**src/rtl/rsd_pkg.sv**
```systemverilog
package rsd_pkg;

   localparam int unsigned COORD_W = 16;
   localparam int unsigned COL_W   = 13;
   localparam int unsigned NCOL_W  = 14;
   localparam int unsigned RUN_W   = 7;
   localparam int unsigned BYTE_W  = 8;
   localparam int unsigned CSR_W   = 2;

   localparam logic [COORD_W-1:0] MIN_HEIGHT = 16'd4;

   localparam logic [1:0] STATUS_WRITE    = 2'd0;
   localparam logic [1:0] STATUS_PROGRESS = 2'd1;
   localparam logic [1:0] STATUS_ERROR    = 2'd2;

   localparam logic [CSR_W-1:0] CSR_ORIGIN_X     = 2'd0;
   localparam logic [CSR_W-1:0] CSR_ORIGIN_Y     = 2'd1;
   localparam logic [CSR_W-1:0] CSR_IMAGE_WIDTH  = 2'd2;
   localparam logic [CSR_W-1:0] CSR_IMAGE_HEIGHT = 2'd3;

   typedef struct packed {
      logic                is_begin;
      logic [BYTE_W-1:0]   byte_value;
      logic [RUN_W-1:0]    low;
      logic                literal;
      logic                low_zero;
   } cmd_type;

   typedef struct packed {
      logic [COORD_W-1:0] origin_x;
      logic [COORD_W-1:0] origin_y;
      logic [COORD_W-1:0] image_width;
      logic [COORD_W-1:0] image_height;
   } cfg_type;

endpackage

```
**src/rtl/rsd_channels.sv**
```systemverilog
interface rsd_req_if;
   logic       valid;
   logic       ready;
   logic       op;
   logic [7:0] byte_value;

   modport source (output valid, op, byte_value, input ready);
   modport sink   (input valid, op, byte_value, output ready);
endinterface

interface rsd_rsp_if;
   logic               valid;
   logic               ready;
   logic [1:0]         status;
   logic signed [15:0] stripe_x;
   logic signed [15:0] stripe_y;
   logic [6:0]         row_count;
   logic [7:0]         pattern;
   logic               image_done;
   logic               last;

   modport source (output valid, status, stripe_x, stripe_y, row_count, pattern,
                   image_done, last, input ready);
   modport sink   (input valid, status, stripe_x, stripe_y, row_count, pattern,
                   image_done, last, output ready);
endinterface

```
**src/rtl/rsd_front.sv**
```systemverilog
module rsd_front #(
   parameter int unsigned QUEUE_DEPTH = 2
) (
   input  logic             clock,
   input  logic             reset,
   rsd_req_if.sink          req_chan,
   input  logic             pop,
   output logic             head_valid,
   output rsd_pkg::cmd_type head
);

   localparam int unsigned PTR_W = (QUEUE_DEPTH > 1) ? $clog2(QUEUE_DEPTH) : 1;
   localparam int unsigned CNT_W = $clog2(QUEUE_DEPTH + 1);
   localparam logic [PTR_W-1:0] LAST_PTR = PTR_W'(QUEUE_DEPTH - 1);
   localparam logic [CNT_W-1:0] FULL_CNT = CNT_W'(QUEUE_DEPTH);

   rsd_pkg::cmd_type queue_ff [QUEUE_DEPTH];
   logic [PTR_W-1:0] wr_ptr_ff, wr_ptr_in;
   logic [PTR_W-1:0] rd_ptr_ff, rd_ptr_in;
   logic [CNT_W-1:0] count_ff, count_in;
   rsd_pkg::cmd_type cmd;
   logic             push;
   logic             take;

   always_comb begin
      cmd.is_begin   = ~req_chan.op;
      cmd.byte_value = req_chan.byte_value;
      cmd.low        = req_chan.byte_value[6:0];
      cmd.literal    = req_chan.byte_value[7];
      cmd.low_zero   = (req_chan.byte_value[6:0] == 7'd0);
   end

   assign req_chan.ready = (count_ff != FULL_CNT);
   assign push           = req_chan.valid & req_chan.ready;
   assign head_valid     = (count_ff != '0);
   assign take           = pop & head_valid;
   assign head           = queue_ff[rd_ptr_ff];

   always_comb begin
      wr_ptr_in = wr_ptr_ff;
      rd_ptr_in = rd_ptr_ff;
      count_in  = count_ff;
      if (push) begin
         wr_ptr_in = (wr_ptr_ff == LAST_PTR) ? '0 : wr_ptr_ff + 1'b1;
      end
      if (take) begin
         rd_ptr_in = (rd_ptr_ff == LAST_PTR) ? '0 : rd_ptr_ff + 1'b1;
      end
      if (push && !take) begin
         count_in = count_ff + 1'b1;
      end else if (take && !push) begin
         count_in = count_ff - 1'b1;
      end
   end

   always_ff @(posedge clock) begin
      if (reset) begin
         wr_ptr_ff <= '0;
         rd_ptr_ff <= '0;
         count_ff  <= '0;
      end else begin
         wr_ptr_ff <= wr_ptr_in;
         rd_ptr_ff <= rd_ptr_in;
         count_ff  <= count_in;
      end
   end

   always_ff @(posedge clock) begin
      if (push) begin
         queue_ff[wr_ptr_ff] <= cmd;
      end
   end

endmodule

```
**src/rtl/rsd_back.sv**
```systemverilog
module rsd_back (
   input  logic             clock,
   input  logic             reset,
   input  rsd_pkg::cfg_type cfg,
   input  logic             head_valid,
   input  rsd_pkg::cmd_type head,
   output logic             pop,
   rsd_rsp_if.source        rsp_chan
);

   typedef enum logic [4:0] {
      ST_IDLE = 5'b00001,
      ST_NORM = 5'b00010,
      ST_LIT  = 5'b00100,
      ST_REP  = 5'b01000,
      ST_SKIP = 5'b10000
   } state_type;

   typedef enum logic [1:0] {
      PH_CTRL = 2'd0,
      PH_REP  = 2'd1,
      PH_LIT  = 2'd2
   } phase_type;

   state_type                        state_ff, state_in;
   phase_type                        phase_ff, phase_in;
   logic [rsd_pkg::RUN_W-1:0]        run_left_ff, run_left_in;
   logic [rsd_pkg::COL_W-1:0]        col_ff, col_in;
   logic [rsd_pkg::COORD_W-1:0]      row_ff, row_in;
   logic                             error_ff, error_in;
   logic                             finished_ff, finished_in;
   logic [rsd_pkg::RUN_W-1:0]        n_ff, n_in;
   logic [rsd_pkg::BYTE_W-1:0]       pat_ff, pat_in;
   logic                             lit_mode_ff, lit_mode_in;

   logic                             out_valid_ff, out_valid_in;
   logic [1:0]                       out_status_ff;
   logic [rsd_pkg::COORD_W-1:0]      out_x_ff, out_y_ff;
   logic [rsd_pkg::RUN_W-1:0]        out_count_ff;
   logic [rsd_pkg::BYTE_W-1:0]       out_pattern_ff;
   logic                             out_done_ff, out_last_ff;

   logic                             emit;
   logic [1:0]                       e_status;
   logic [rsd_pkg::RUN_W-1:0]        e_count;
   logic                             e_done;
   logic                             e_last;
   logic                             can_emit;

   logic [rsd_pkg::COORD_W-1:0]      height;
   logic [rsd_pkg::NCOL_W-1:0]       ncols;
   logic [rsd_pkg::COORD_W:0]        width_ext;
   logic [rsd_pkg::NCOL_W-1:0]       col_ext;
   logic [rsd_pkg::NCOL_W-1:0]       col_next;
   logic                             col_out;
   logic                             col_at_last;
   logic                             row_over;
   logic [rsd_pkg::COORD_W:0]        sum;
   logic [rsd_pkg::COORD_W:0]        over;
   logic [rsd_pkg::COORD_W-1:0]      avail;
   logic                             fits;
   logic [rsd_pkg::COORD_W:0]        row_inc;
   logic                             lit_wrap;

   assign height      = (cfg.image_height < rsd_pkg::MIN_HEIGHT) ? rsd_pkg::MIN_HEIGHT
                                                                  : cfg.image_height;
   assign width_ext   = {1'b0, cfg.image_width} + 17'd7;
   assign ncols       = width_ext[rsd_pkg::COORD_W:3];
   assign col_ext     = {1'b0, col_ff};
   assign col_next    = col_ext + 1'b1;
   assign col_out     = (col_ext >= ncols);
   assign col_at_last = (col_next >= ncols);
   assign row_over    = (row_ff >= height);
   assign sum         = {1'b0, row_ff} + {10'd0, n_ff};
   assign fits        = (sum < {1'b0, height});
   assign over        = sum - {1'b0, height};
   assign avail       = height - row_ff;
   assign row_inc     = {1'b0, row_ff} + 1'b1;
   assign lit_wrap    = (row_inc >= {1'b0, height});
   assign can_emit    = ~out_valid_ff | rsp_chan.ready;

   always_comb begin
      state_in    = state_ff;
      phase_in    = phase_ff;
      run_left_in = run_left_ff;
      col_in      = col_ff;
      row_in      = row_ff;
      error_in    = error_ff;
      finished_in = finished_ff;
      n_in        = n_ff;
      pat_in      = pat_ff;
      lit_mode_in = lit_mode_ff;
      pop         = 1'b0;
      emit        = 1'b0;
      e_status    = rsd_pkg::STATUS_PROGRESS;
      e_count     = '0;
      e_done      = 1'b0;
      e_last      = 1'b1;

      unique case (state_ff)
         ST_IDLE: begin
            if (head_valid && can_emit) begin
               pop = 1'b1;
               if (head.is_begin) begin
                  phase_in    = PH_CTRL;
                  run_left_in = '0;
                  col_in      = '0;
                  row_in      = '0;
                  error_in    = 1'b0;
                  finished_in = 1'b0;
               end else if (error_ff) begin
                  emit     = 1'b1;
                  e_status = rsd_pkg::STATUS_ERROR;
               end else if (finished_ff) begin
                  emit = 1'b1;
               end else if (phase_ff == PH_LIT) begin
                  pat_in      = head.byte_value;
                  lit_mode_in = 1'b1;
                  state_in    = ST_NORM;
               end else if (phase_ff == PH_REP) begin
                  pat_in      = head.byte_value;
                  lit_mode_in = 1'b0;
                  n_in        = run_left_ff;
                  phase_in    = PH_CTRL;
                  run_left_in = '0;
                  state_in    = ST_NORM;
               end else if (head.low_zero) begin
                  error_in = 1'b1;
                  phase_in = PH_CTRL;
                  emit     = 1'b1;
                  e_status = rsd_pkg::STATUS_ERROR;
               end else begin
                  run_left_in = head.low;
                  phase_in    = head.literal ? PH_LIT : PH_REP;
                  emit        = 1'b1;
               end
            end
         end

         ST_NORM: begin
            if (col_out) begin
               finished_in = 1'b1;
               row_in      = '0;
            end else if (row_over) begin
               row_in = '0;
               if (col_at_last) begin
                  finished_in = 1'b1;
               end else begin
                  col_in = col_next[rsd_pkg::COL_W-1:0];
               end
            end
            if (lit_mode_ff) begin
               state_in = ST_LIT;
            end else if (pat_ff == '0) begin
               state_in = ST_SKIP;
            end else begin
               state_in = ST_REP;
            end
         end

         ST_LIT: begin
            if (can_emit) begin
               state_in = ST_IDLE;
               emit     = 1'b1;
               if (finished_ff) begin
                  e_done = 1'b1;
               end else begin
                  e_status = rsd_pkg::STATUS_WRITE;
                  e_count  = 7'd1;
                  if (run_left_ff <= 7'd1) begin
                     run_left_in = '0;
                     phase_in    = PH_CTRL;
                  end else begin
                     run_left_in = run_left_ff - 1'b1;
                  end
                  row_in = row_inc[rsd_pkg::COORD_W-1:0];
                  if (lit_wrap) begin
                     row_in = '0;
                     if (col_at_last) begin
                        finished_in = 1'b1;
                     end else begin
                        col_in = col_next[rsd_pkg::COL_W-1:0];
                     end
                  end
                  e_done = lit_wrap & col_at_last;
               end
            end
         end

         ST_REP: begin
            if (can_emit) begin
               emit = 1'b1;
               if (finished_ff) begin
                  e_done   = 1'b1;
                  state_in = ST_IDLE;
               end else begin
                  e_status = rsd_pkg::STATUS_WRITE;
                  if (fits) begin
                     e_count  = n_ff;
                     row_in   = sum[rsd_pkg::COORD_W-1:0];
                     n_in     = '0;
                     state_in = ST_IDLE;
                  end else begin
                     e_count = avail[rsd_pkg::RUN_W-1:0];
                     row_in  = '0;
                     n_in    = over[rsd_pkg::RUN_W-1:0];
                     if (col_at_last) begin
                        finished_in = 1'b1;
                     end else begin
                        col_in = col_next[rsd_pkg::COL_W-1:0];
                     end
                     e_done = col_at_last;
                     e_last = (over[rsd_pkg::RUN_W-1:0] == '0) | col_at_last;
                     if (e_last) begin
                        state_in = ST_IDLE;
                     end
                  end
               end
            end
         end

         ST_SKIP: begin
            if (finished_ff) begin
               if (can_emit) begin
                  emit     = 1'b1;
                  e_done   = 1'b1;
                  state_in = ST_IDLE;
               end
            end else if (!fits) begin
               n_in   = over[rsd_pkg::RUN_W-1:0];
               row_in = '0;
               if (col_at_last) begin
                  finished_in = 1'b1;
               end else begin
                  col_in = col_next[rsd_pkg::COL_W-1:0];
               end
            end else if (can_emit) begin
               row_in   = sum[rsd_pkg::COORD_W-1:0];
               n_in     = '0;
               emit     = 1'b1;
               state_in = ST_IDLE;
            end
         end

         default: begin
            state_in = ST_IDLE;
         end
      endcase
   end

   always_comb begin
      out_valid_in = out_valid_ff;
      if (emit) begin
         out_valid_in = 1'b1;
      end else if (rsp_chan.ready) begin
         out_valid_in = 1'b0;
      end
   end

   always_ff @(posedge clock) begin
      if (reset) begin
         state_ff     <= ST_IDLE;
         phase_ff     <= PH_CTRL;
         run_left_ff  <= '0;
         col_ff       <= '0;
         row_ff       <= '0;
         error_ff     <= 1'b0;
         finished_ff  <= 1'b0;
         lit_mode_ff  <= 1'b0;
         out_valid_ff <= 1'b0;
      end else begin
         state_ff     <= state_in;
         phase_ff     <= phase_in;
         run_left_ff  <= run_left_in;
         col_ff       <= col_in;
         row_ff       <= row_in;
         error_ff     <= error_in;
         finished_ff  <= finished_in;
         lit_mode_ff  <= lit_mode_in;
         out_valid_ff <= out_valid_in;
      end
   end

   always_ff @(posedge clock) begin
      n_ff   <= n_in;
      pat_ff <= pat_in;
      if (emit) begin
         out_status_ff <= e_status;
         out_done_ff   <= e_done;
         out_last_ff   <= e_last;
         if (e_status == rsd_pkg::STATUS_WRITE) begin
            out_x_ff       <= cfg.origin_x + {col_ff, 3'b000};
            out_y_ff       <= cfg.origin_y + row_ff;
            out_count_ff   <= e_count;
            out_pattern_ff <= pat_ff;
         end else begin
            out_x_ff       <= '0;
            out_y_ff       <= '0;
            out_count_ff   <= '0;
            out_pattern_ff <= '0;
         end
      end
   end

   assign rsp_chan.valid      = out_valid_ff;
   assign rsp_chan.status     = out_status_ff;
   assign rsp_chan.stripe_x   = out_x_ff;
   assign rsp_chan.stripe_y   = out_y_ff;
   assign rsp_chan.row_count  = out_count_ff;
   assign rsp_chan.pattern    = out_pattern_ff;
   assign rsp_chan.image_done = out_done_ff;
   assign rsp_chan.last       = out_last_ff;

endmodule

```
**src/rtl/rle_stripe_image_decoder.sv**
```systemverilog
// channel   direction  handshake      payload
// req_chan  in         valid / ready  op, byte_value
// rsp_chan  out        valid / ready  status, stripe_x, stripe_y, row_count, pattern,
//                                     image_done, last
// csr       in         csr_we         csr_index, csr_wdata (no read-back)
//
// A control byte, begin, error or post-image request is handled in the idle state; a data byte
// is accepted, its position checked, then its segment made. A repeat byte spanning columns
// gives one segment per column and a skip steps over each column crossed before one result;
// the sequencer steps one segment or column a cycle, a segment only while the output is free.
// Synchronous reset; no clearing pass. Requests queue in front of the sequencer and one
// result register sits at the output, so either side may stall on its own.
module rle_stripe_image_decoder #(
   parameter int unsigned QUEUE_DEPTH = 2
) (
   input  logic                            clock,
   input  logic                            reset,
   rsd_req_if.sink                         req_chan,
   rsd_rsp_if.source                       rsp_chan,
   input  logic                            csr_we,
   input  logic [rsd_pkg::CSR_W-1:0]       csr_index,
   input  logic [rsd_pkg::COORD_W-1:0]     csr_wdata
);

   rsd_pkg::cfg_type cfg_ff;
   logic             head_valid;
   rsd_pkg::cmd_type head;
   logic             pop;

   always_ff @(posedge clock) begin
      if (reset) begin
         cfg_ff.origin_x     <= 16'd0;
         cfg_ff.origin_y     <= 16'd0;
         cfg_ff.image_width  <= 16'd128;
         cfg_ff.image_height <= 16'd128;
      end else if (csr_we) begin
         unique case (csr_index)
            rsd_pkg::CSR_ORIGIN_X:     cfg_ff.origin_x     <= csr_wdata;
            rsd_pkg::CSR_ORIGIN_Y:     cfg_ff.origin_y     <= csr_wdata;
            rsd_pkg::CSR_IMAGE_WIDTH:  cfg_ff.image_width  <= csr_wdata;
            rsd_pkg::CSR_IMAGE_HEIGHT: cfg_ff.image_height <= csr_wdata;
            default: begin
            end
         endcase
      end
   end

   rsd_front #(
      .QUEUE_DEPTH (QUEUE_DEPTH)
   ) u_front (
      .clock      (clock),
      .reset      (reset),
      .req_chan   (req_chan),
      .pop        (pop),
      .head_valid (head_valid),
      .head       (head)
   );

   rsd_back u_back (
      .clock      (clock),
      .reset      (reset),
      .cfg        (cfg_ff),
      .head_valid (head_valid),
      .head       (head),
      .pop        (pop),
      .rsp_chan   (rsp_chan)
   );

   a_done_is_last: assert property (@(posedge clock) disable iff (reset)
      rsp_chan.valid && rsp_chan.image_done |-> rsp_chan.last)
      else $error("image completion on a result that is not the last of its request");

   a_write_has_rows: assert property (@(posedge clock) disable iff (reset)
      rsp_chan.valid && rsp_chan.status == rsd_pkg::STATUS_WRITE |-> rsp_chan.row_count != 7'd0)
      else $error("segment with no rows");

   a_plain_zero: assert property (@(posedge clock) disable iff (reset)
      rsp_chan.valid && rsp_chan.status != rsd_pkg::STATUS_WRITE
      |-> rsp_chan.row_count == 7'd0 && rsp_chan.pattern == 8'd0)
      else $error("payload on a non-write result");

   a_error_not_done: assert property (@(posedge clock) disable iff (reset)
      rsp_chan.valid && rsp_chan.status == rsd_pkg::STATUS_ERROR |-> !rsp_chan.image_done)
      else $error("bad-data result flagged as image completion");

endmodule
```
**src/flat_wrapper.sv**
```systemverilog
// flat-port wrapper written by rule: the top's interface ports become plain ports
module rle_stripe_image_decoder_flat 
#(
   parameter int unsigned QUEUE_DEPTH = 2
)
  (clock, reset, csr_we, csr_index, csr_wdata, req_chan_valid, req_chan_op, req_chan_byte_value, req_chan_ready, rsp_chan_valid, rsp_chan_status, rsp_chan_stripe_x, rsp_chan_stripe_y, rsp_chan_row_count, rsp_chan_pattern, rsp_chan_image_done, rsp_chan_last, rsp_chan_ready);
  rsd_req_if req_chan_i ();
  rsd_rsp_if rsp_chan_i ();
  input  logic clock;
  input  logic reset;
  input  logic csr_we;
  input  logic [rsd_pkg::CSR_W-1:0] csr_index;
  input  logic [rsd_pkg::COORD_W-1:0] csr_wdata;
  input wire logic [$bits(req_chan_i.valid)-1:0] req_chan_valid;
  input wire logic [$bits(req_chan_i.op)-1:0] req_chan_op;
  input wire logic [$bits(req_chan_i.byte_value)-1:0] req_chan_byte_value;
  output wire logic [$bits(req_chan_i.ready)-1:0] req_chan_ready;
  output wire logic [$bits(rsp_chan_i.valid)-1:0] rsp_chan_valid;
  output wire logic [$bits(rsp_chan_i.status)-1:0] rsp_chan_status;
  output wire logic [$bits(rsp_chan_i.stripe_x)-1:0] rsp_chan_stripe_x;
  output wire logic [$bits(rsp_chan_i.stripe_y)-1:0] rsp_chan_stripe_y;
  output wire logic [$bits(rsp_chan_i.row_count)-1:0] rsp_chan_row_count;
  output wire logic [$bits(rsp_chan_i.pattern)-1:0] rsp_chan_pattern;
  output wire logic [$bits(rsp_chan_i.image_done)-1:0] rsp_chan_image_done;
  output wire logic [$bits(rsp_chan_i.last)-1:0] rsp_chan_last;
  input wire logic [$bits(rsp_chan_i.ready)-1:0] rsp_chan_ready;
  assign req_chan_i.valid = req_chan_valid;
  assign req_chan_i.op = req_chan_op;
  assign req_chan_i.byte_value = req_chan_byte_value;
  assign req_chan_ready = req_chan_i.ready;
  assign rsp_chan_valid = rsp_chan_i.valid;
  assign rsp_chan_status = rsp_chan_i.status;
  assign rsp_chan_stripe_x = rsp_chan_i.stripe_x;
  assign rsp_chan_stripe_y = rsp_chan_i.stripe_y;
  assign rsp_chan_row_count = rsp_chan_i.row_count;
  assign rsp_chan_pattern = rsp_chan_i.pattern;
  assign rsp_chan_image_done = rsp_chan_i.image_done;
  assign rsp_chan_last = rsp_chan_i.last;
  assign rsp_chan_i.ready = rsp_chan_ready;
  rle_stripe_image_decoder #(.QUEUE_DEPTH(QUEUE_DEPTH)) u_core (.clock(clock), .reset(reset), .req_chan(req_chan_i), .rsp_chan(rsp_chan_i), .csr_we(csr_we), .csr_index(csr_index), .csr_wdata(csr_wdata));
endmodule
```
**config.mk**
```make
export PLATFORM = sky130hd
export DESIGN_NAME = rle_stripe_image_decoder_flat
export DESIGN_NICKNAME = d
export VERILOG_FILES = /design/src/rtl/rsd_pkg.sv /design/src/rtl/rsd_channels.sv /design/src/rtl/rsd_front.sv /design/src/rtl/rsd_back.sv /design/src/rtl/rle_stripe_image_decoder.sv /design/src/flat_wrapper.sv
export SDC_FILE = /design/constraint.sdc
export NUM_CORES = 1
export LEC_CHECK = 0
export BUFFER_PORTS_ARGS = -buffer_cell sky130_fd_sc_hd__buf_2
export CAP_MARGIN = 15
export CORE_ASPECT_RATIO = 0.7
export CORE_MARGIN = 1.5
export CORE_UTILIZATION = 55
export DETAILED_ROUTE_END_ITERATION = 10
export PLACE_DENSITY = 0.73
export SLEW_MARGIN = 25
export SYNTH_ARGS = -nofsm -noshare
export SYNTH_HDL_FRONTEND = slang
export SYNTH_HIERARCHICAL = 1
export SYNTH_SLANG_ARGS = --single-unit
```
**constraint.sdc**
```tcl
create_clock -name clock -period 9.93 [get_ports clock]
set_input_delay 1.986 -clock clock [delete_from_list [all_inputs] [get_ports clock]]
set_output_delay 1.986 -clock clock [all_outputs]
set_load 0.02 [all_outputs]
```
==> results.json, run 1 <==
{
  "status": "complete, no violations",
  "wl_mm": 33.2,
  "critical_path.top_delay_family": "compound AO/OA/AOI/OAI gates",
  "cts_buffers": 21,
  "p_switching_mw": 1.28,
  "die_area_um2": 24500,
  "grt-ovfl-total": 0,
  "peakVddDrop_mv": 0.157,
  "routabilityCongestion": 0.961,
  "slowest_stage": "o21ai_4",
  "fin_crit_ns": 5.59,
  "die_x_um": 186,
  "timing.setup.tns_ns": 0,
  "endpoint_kind": "flop",
  "hold_slack_ns": 0.482,
  "synth_seq_area_share_pct": 37.9,
  "synth.avg_cell_area_um2": 9.50,
  "async_flop_share_pct": 0,
  "postCtsHoldBufs": 0,
  "max_stage_delay_ns": 0.79,
  "yosys.area_share.simple_pct": 19.4,
  "antenna_left": 0,
  "grt_pass1_vias": 9784,
  "ios": 85,
  "grt_max_degree": 80,
  "p_leak_nw": 5.94,
  "antennaDiodeCount": 0,
  "final_area_um2": 14300,
  "worstPathRequired_ns": 10.09,
  "clkPwrFrac_pct": 25.3,
  "worstSetupPathType": "flop to flop",
  "ys_ff_latch": 202,
  "synth_edf_count": 86,
  "cts-root-buf": "clkbuf_16",
  "synth_fp_nets": 1522,
  "rows": 46,
  "startpoint_type": "flop",
  "avgRoutedWirePerCell_um": 19.1,
  "hold_viol_final": 0,
  "viasPerCell": 5.98,
  "netlist_area_um2": 12900,
  "vias": 10400,
  "p_seq_share_pct": 34.5,
  "cts_tree": "yes",
  "grt_pass1_wl_mm": 52.7,
  "synth_top_family_by_area": "simple AND/OR/NAND/NOR gates",
  "synthAdderAreaFrac_pct": 12.6,
  "hpwl_mm": 24.5,
  "hold_path_class": "flop to flop",
  "ys_warn_count": 6,
  "synth_xor_area_share_pct": 5.55,
  "drv_cap": 0,
  "final.period_utilization_pct": 56.3,
  "muxShareOfSynthArea_pct": 6.06,
  "setup_viol": 0,
  "first_iter_violations": 1007,
  "drv_slew": 0,
  "h-tree-depth": 1,
  "crit_fanout": 26,
  "switching_share_pct": 39.7,
  "p_comb_share_pct": 40.2,
  "clkLatencyLatePin_ns": 0.51,
  "post_cts_buffers": 0,
  "grtUsageMet3_pct": 5.69,
  "clk_pin_slew_ns": 0.07,
  "first_pass_iters": 5,
  "track_usage_pct": 26.8,
  "syn2layout_area_growth_pct": 10.1,
  "rsz0062_at_grt": "false",
  "die_h_um": 131,
  "power.total_mw": 3.23,
  "relSlewSlack_pct": 31.8,
  "antenna_found_initial": 0,
  "netlist_instances": 1363,
  "clockBufferDepth": 3,
  "cts.sinks": 202,
  "cp_num_buf_inv": 2,
  "final_nets": 1572,
  "skew_ns": 0.0116,
  "yosysUniqueCellTypes": 80,
  "port_buffers": 84,
  "drc": 0,
  "start_util_pct": 56.7,
  "met1_usage_pct": 40.3,
  "synth_compound_area_share_pct": 14.5,
  "core_um2": 22800,
  "ys.flop_type": "dfxtp_1",
  "grt_use_met2_pct": 38.7,
  "power_density_nw_per_um2": 227,
  "worst_slew_pin_slew_ns": 1.02,
  "postLayoutCoreUtil_pct": 62.4,
  "crit_top_cell": "a21oi_1",
  "critical_path_arrival_ns": 5.75,
  "cp_cell_sequence": "inv_1 -> fa_1 -> nand2b_1 -> a21oi_1 -> o211ai_1 -> nor2_1 -> nand3_1 -> xnor2_1 -> ha_1 -> a21o_1 -> a21oi_1 -> o21ai_1 -> o21bai_1 -> o21ai_0 -> o21ai_4 -> buf_4",
  "layout-drive-gt1-share_pct": 11.4,
  "placed_area_um2": 13500,
  "fmax_mhz": 179,
  "p_int_mw": 1.95,
  "postCtsResizedCells": 0,
  "grt-busiest-layer": "met1"
}
==> cell type report <==
type / instances / area [um2]
clock inverter: 12 / 125
sequential: 202 / 4900
timing repair buffer: 93 / 488
inverter: 53 / 199
clock buffer: 25 / 582
fill: 1925 / 8590
multi-input combinational: 1042 / 7570
tap: 312 / 390
==> cell usage in the layout, fill, tap and decap left out, types with 7 or more instances in the layout <==
master and count:
o21ai_0 37, a21oi_1 84, a21o_1 18, nor2_1 100
buf_4 9, nand3b_1 15, xor2_1 45, clkbuf_16 22
dfxtp_1 116, nand3_1 34, a211oi_1 19, inv_1 53
ha_1 122, xnor2_1 37, and3_1 35, edfxtp_1 86
a221oi_1 7, nor2b_1 13, a31oi_1 10, buf_2 84
a22oi_1 10, nor3_1 39, mux2_2 11, nand2b_1 94
o21ai_1 19, a32o_1 8, nor4_1 10, nand2_1 72
and2_1 9, mux2i_1 66, o21a_1 10, or3_1 12
nand4_1 10, o31ai_1 9
==> sequential cells by signal, summed over array words and instances, names as in the netlist, 5 cells and up, named ones only <==
| signal | count |
|---|---|
| u_core/u_back/col_ff | 13 |
| u_core/u_front/queue_ff | 20 |
| u_core/u_back/state_ff | 5 |
| u_core/u_back/pat_ff | 8 |
| u_core/u_back/n_ff | 7 |
| u_core/u_back/rsp_chan.stripe_y | 16 |
| u_core/u_back/row_ff | 16 |
| u_core/u_back/rsp_chan.pattern | 8 |
| u_core/u_back/rsp_chan.row_count | 7 |
| u_core/u_back/rsp_chan.stripe_x | 16 |
| u_core/u_back/run_left_ff | 7 |
| u_core/cfg_ff | 64 |
==> per-layer routing <==
layer	wire [um]	part of all wire (%)
met1	16000	48
met3	3050	9.2
met4	733	2.2
met2	13500	41
met5	0	0
==> kinds of logic after synthesis <==
kind of cell	count (synthesis)
compound gates	284
xor+xnor	82
fa+ha+maj	127
buf+inv	119
flops	202
mux	77
simple gates	472
==> worst min-delay path, cell delays in order, from the launching register on <==
cell      delay, ns
dfxtp_1        0.32
nand2b_1       0.06
mux2i_1        0.06
==> metrics by stage <==
step                      instances  setup slack (ns)
final                          1739              4.34
after global routing           1739              3.86
after CTS                      1739              4.41
after detailed placement       1702              4.46
after global placement         1702              4.59
after floorplan                1363              2.60
==> power by group through the flow <==
stage | registers (mW) | clock network [mW] | logic, mW
final | 1.11 | 0.819 | 1.30
after CTS | 1.11 | 0.829 | 1.27
after detailed placement | 1.13 | 0 | 1.26
after global placement | 1.13 | 0 | 1.24
after global routing | 1.13 | 0.859 | 1.42
after floorplan | 1.16 | 0 | 0.900
==> path summary, 6_finish.rpt <==
path / startpoint / to / slack [ns] / depth (start not counted)
worst max register to register: u_core/u_back/row_ff[1]$_SDFFE_PP0P_ / u_core/u_back/rsp_chan.stripe_x[2]$_SDFFCE_PP0P_ / 4.34 / 16
worst min register to register: u_core/cfg_ff[42]$_SDFFE_PP0P_ / u_core/cfg_ff[42]$_SDFFE_PP0P_ / 0.48 / 2
worst min-delay path: u_core/cfg_ff[42]$_SDFFE_PP0P_ / u_core/cfg_ff[42]$_SDFFE_PP0P_ / 0.48 / 2
worst max-delay path: u_core/u_back/row_ff[1]$_SDFFE_PP0P_ / u_core/u_back/rsp_chan.stripe_x[2]$_SDFFCE_PP0P_ / 4.34 / 16
==> cell usage after synthesis, drive strengths merged, types with 40 or more instances <==
cell type / instances / share of area [%]
clkbuf: 40 / 1.2
dfxtp: 116 / 18
nand2b: 95 / 4.6
nor3: 40 / 1.6
inv: 53 / 1.5
a21oi: 84 / 3.2
nand2: 73 / 2.1
xor2: 45 / 3.0
ha: 122 / 12
mux2i: 66 / 5.1
nor2: 102 / 3.0
o21ai: 57 / 2.2
edfxtp: 86 / 20
Note: power is estimated with default switching activity, not from simulation.
==> run 2, diff against run 1 <==
--- a/config.mk
+++ b/config.mk
@@ -5,13 +5,14 @@
 export SDC_FILE = /design/constraint.sdc
 export NUM_CORES = 1
 export LEC_CHECK = 0
+export ABC_AREA = 1
 export BUFFER_PORTS_ARGS = -buffer_cell sky130_fd_sc_hd__buf_2
 export CAP_MARGIN = 15
 export CORE_ASPECT_RATIO = 0.7
 export CORE_MARGIN = 1.5
 export CORE_UTILIZATION = 55
 export DETAILED_ROUTE_END_ITERATION = 10
-export PLACE_DENSITY = 0.73
+export PLACE_DENSITY = 0.76
 export SLEW_MARGIN = 25
 export SYNTH_ARGS = -nofsm -noshare
 export SYNTH_HDL_FRONTEND = slang
==> constraint.sdc (replaced) <==
create_clock -name clock -period 5.1 [get_ports clock]
set_input_delay 1.02 -clock clock [delete_from_list [all_inputs] [get_ports clock]]
set_output_delay 1.02 -clock clock [all_outputs]
set_load 0.02 [all_outputs]
==> run 2 against run 1 <==
Compared with the run above:
- sequential share of layout area fell by 1.8 points
- sequential cell count did not move
- non-clock buffer count fell by 4
- final cell count rose by 30%
- hold slack got worse by 0.014 ns
- wire length rose by 10%
- largest power group unchanged
- die area rose by 5.0%
- total power rose by 120%
- critical path depth rose by 3
- first-iteration DRC count rose by 31%
- synthesized cell count rose by 37%
==> results.json, run 2 <==
{
  "h-tree-depth": 1,
  "p_leak_nw": 7.27,
  "routabilityCongestion": 0.967,
  "synth_seq_area_share_pct": 36.0,
  "synth.avg_cell_area_um2": 7.29,
  "final_area_um2": 15000,
  "final_nets": 2082,
  "synth_fp_nets": 2025,
  "die_h_um": 135,
  "antenna_found_initial": 0,
  "viasPerCell": 5.43,
  "start_util_pct": 56.7,
  "rows": 47,
  "hold_path_class": "flop to flop",
  "cp-startpoint": "u_core/u_back/row_ff[1]$_SDFFE_PP0P_",
  "hpwl_mm": 27.6,
  "final.period_utilization_pct": 86.6,
  "antenna_left": 0,
  "top_regs": "u_core/cfg_ff x64, u_core/u_front/queue_ff x20",
  "timing.setup.tns_ns": 0,
  "ys_warn_count": 6,
  "yosysUniqueCellTypes": 54,
  "clkLatencyLatePin_ns": 0.51,
  "worst_slew_pin_slew_ns": 0.882,
  "avgRoutedWirePerCell_um": 16.2,
  "drv_slew": 0,
  "postCtsHoldBufs": 0,
  "dp.cells": 2218,
  "yosysTopAreaCellShare_pct": 19.0,
  "synthTopCellsByArea": "edfxtp_1 (19%), dfxtp_1 (17%), nand2_1 (12%)",
  "worstPathRequired_ns": 5.29,
  "vias": 12300,
  "worstSetupPathType": "flop to flop",
  "clk_pin_slew_ns": 0.06,
  "clockBufferDepth": 3,
  "grt_pass1_wl_mm": 57.1,
  "cts-root-buf": "clkbuf_16",
  "fmax_mhz": 226,
  "skew_ns": 0.0122,
  "power.total_mw": 7.05,
  "wl_mm": 36.6,
  "largest_register_ffs": 64,
  "track_usage_pct": 28.3,
  "yosysMostFrequentCell": "nand2_1",
  "cts_buffers": 21,
  "power_density_nw_per_um2": 469,
  "rr_startpoint": "u_core/u_back/row_ff[1]$_SDFFE_PP0P_",
  "regMostFlops": "u_core/cfg_ff",
  "crit_fanout": 47,
  "synth_edf_count": 86,
  "placed_area_um2": 14200,
  "final_cell_mix": "nand2_1 (425), nor2_1 (292), inv_1 (261)",
  "peakVddDrop_mv": 0.292,
  "status": "complete, no violations",
  "yosys-top-cells-count": "nand2_1 (426), nor2_1 (293), inv_1 (261)",
  "ys.flop_type": "dfxtp_1",
  "ff2ff_path_depth": 19,
  "netlist_area_um2": 13600,
  "relSlewSlack_pct": 41.1,
  "fin_crit_ns": 4.42,
  "core_um2": 24000,
  "die_area_um2": 25700,
  "hold_viol_final": 0,
  "hold_slack_ns": 0.468,
  "async_flop_share_pct": 0,
  "timing.rr.end": "u_core/u_back/rsp_chan.stripe_x[14]$_SDFFCE_PP0P_",
  "multi_input_area_um2": 7420,
  "cp-endpoint": "u_core/u_back/rsp_chan.stripe_x[14]$_SDFFCE_PP0P_",
  "fillers": 2158,
  "endpoint_kind": "flop",
  "yosys.area.top_type": "edfxtp_1",
  "netlist_instances": 1866,
  "die_x_um": 191,
  "startpoint_type": "flop",
  "antennaDiodeCount": 0,
  "layout-drive-gt1-share_pct": 9.70,
  "final_common_cell": "nand2_1",
  "port_buffers": 84,
  "drc": 0,
  "worst_slack_ns": 0.685,
  "ios": 85,
  "regToRegSetupSlack_ns": 0.68,
  "grt_max_degree": 64,
  "cts.sinks": 202,
  "grt-ovfl-total": 0,
  "first_pass_iters": 6,
  "rsz0062_at_grt": "false",
  "post_cts_buffers": 0,
  "setup_viol": 0,
  "layout.cells.non_filler": 2256,
  "postCtsResizedCells": 0,
  "critical_path_arrival_ns": 4.60,
  "ff_latch_area_um2": 4900,
  "drv_cap": 0,
  "ys_ff_latch": 202,
  "syn2layout_area_growth_pct": 10.4,
  "first_iter_violations": 1323,
  "pre_cts_ws_ns": 0.823,
  "cts_tree": "yes",
  "postLayoutCoreUtil_pct": 62.7,
  "grt_pass1_vias": 10800
}
run 2: kinds of logic after synthesis:
logic type / after synthesis / share of synthesized area [%]
AOI/OAI and AO/OA: 244 / 9.76
xor gates and xnor gates: 59 / 3.80
adders and majority gates: 127 / 11.9
buffers and inverters: 327 / 9.67
DFF: 202 / 36.0
muxes: 10 / 0.827
and+or+nand+nor: 897 / 28.0
run 2: power breakdown:
part / internal (mW) / switching (mW)
sequential: 2.05 / 0.249
combinational: 0.971 / 1.97
clock: 1.15 / 0.667
run 2: how the worst min path moves through the flow:
stage	endpoint	from	cells past startpoint	slack, ns
finish	u_core/cfg_ff[7]$_SDFFE_PP1P_	u_core/cfg_ff[7]$_SDFFE_PP1P_	2	0.47
global route	u_core/cfg_ff[7]$_SDFFE_PP1P_	u_core/cfg_ff[7]$_SDFFE_PP1P_	2	0.50
CTS	u_core/cfg_ff[7]$_SDFFE_PP1P_	u_core/cfg_ff[7]$_SDFFE_PP1P_	2	0.47
detailed placement	u_core/cfg_ff[7]$_SDFFE_PP1P_	u_core/cfg_ff[7]$_SDFFE_PP1P_	2	0.46
global placement	u_core/cfg_ff[7]$_SDFFE_PP1P_	u_core/cfg_ff[7]$_SDFFE_PP1P_	2	0.45
floorplan	u_core/cfg_ff[7]$_SDFFE_PP1P_	u_core/cfg_ff[7]$_SDFFE_PP1P_	2	0.43
run 2: layer usage:
metal	vias to the layer above	global-route usage [%]	wire, um
li1	6106	-	-
met1	5556	43.1	17000
met2	539	41.6	15100
met3	55	4.65	3750
met4	0	6.30	698
met5	-	0	0
run 2: area by class of cell:
cell class              instances  area share (%)
clock buffers                  26            4.03
clock inverters                12            1.43
inverters                     272            6.81
multi-input cells            1337            49.3
flip-flops and latches        202            32.6
well taps                     318            2.65
repair buffers                 89            3.13
run 2: critical path, stage by stage (launching register included):
cell,delay [ns]
dfxtp_1,0.52
inv_1,0.18
fa_1,0.49
o21ai_1,0.28
nand2_1,0.08
nand2_1,0.18
nand3_1,0.14
nor2_1,0.24
xor2_1,0.22
ha_1,0.27
inv_1,0.07
nor3_1,0.05
nor3_1,0.14
nand2_1,0.09
nand2_1,0.11
nand2_1,0.27
nand2_1,0.16
o21bai_1,0.10
nand2_2,0.17
buf_12,0.28
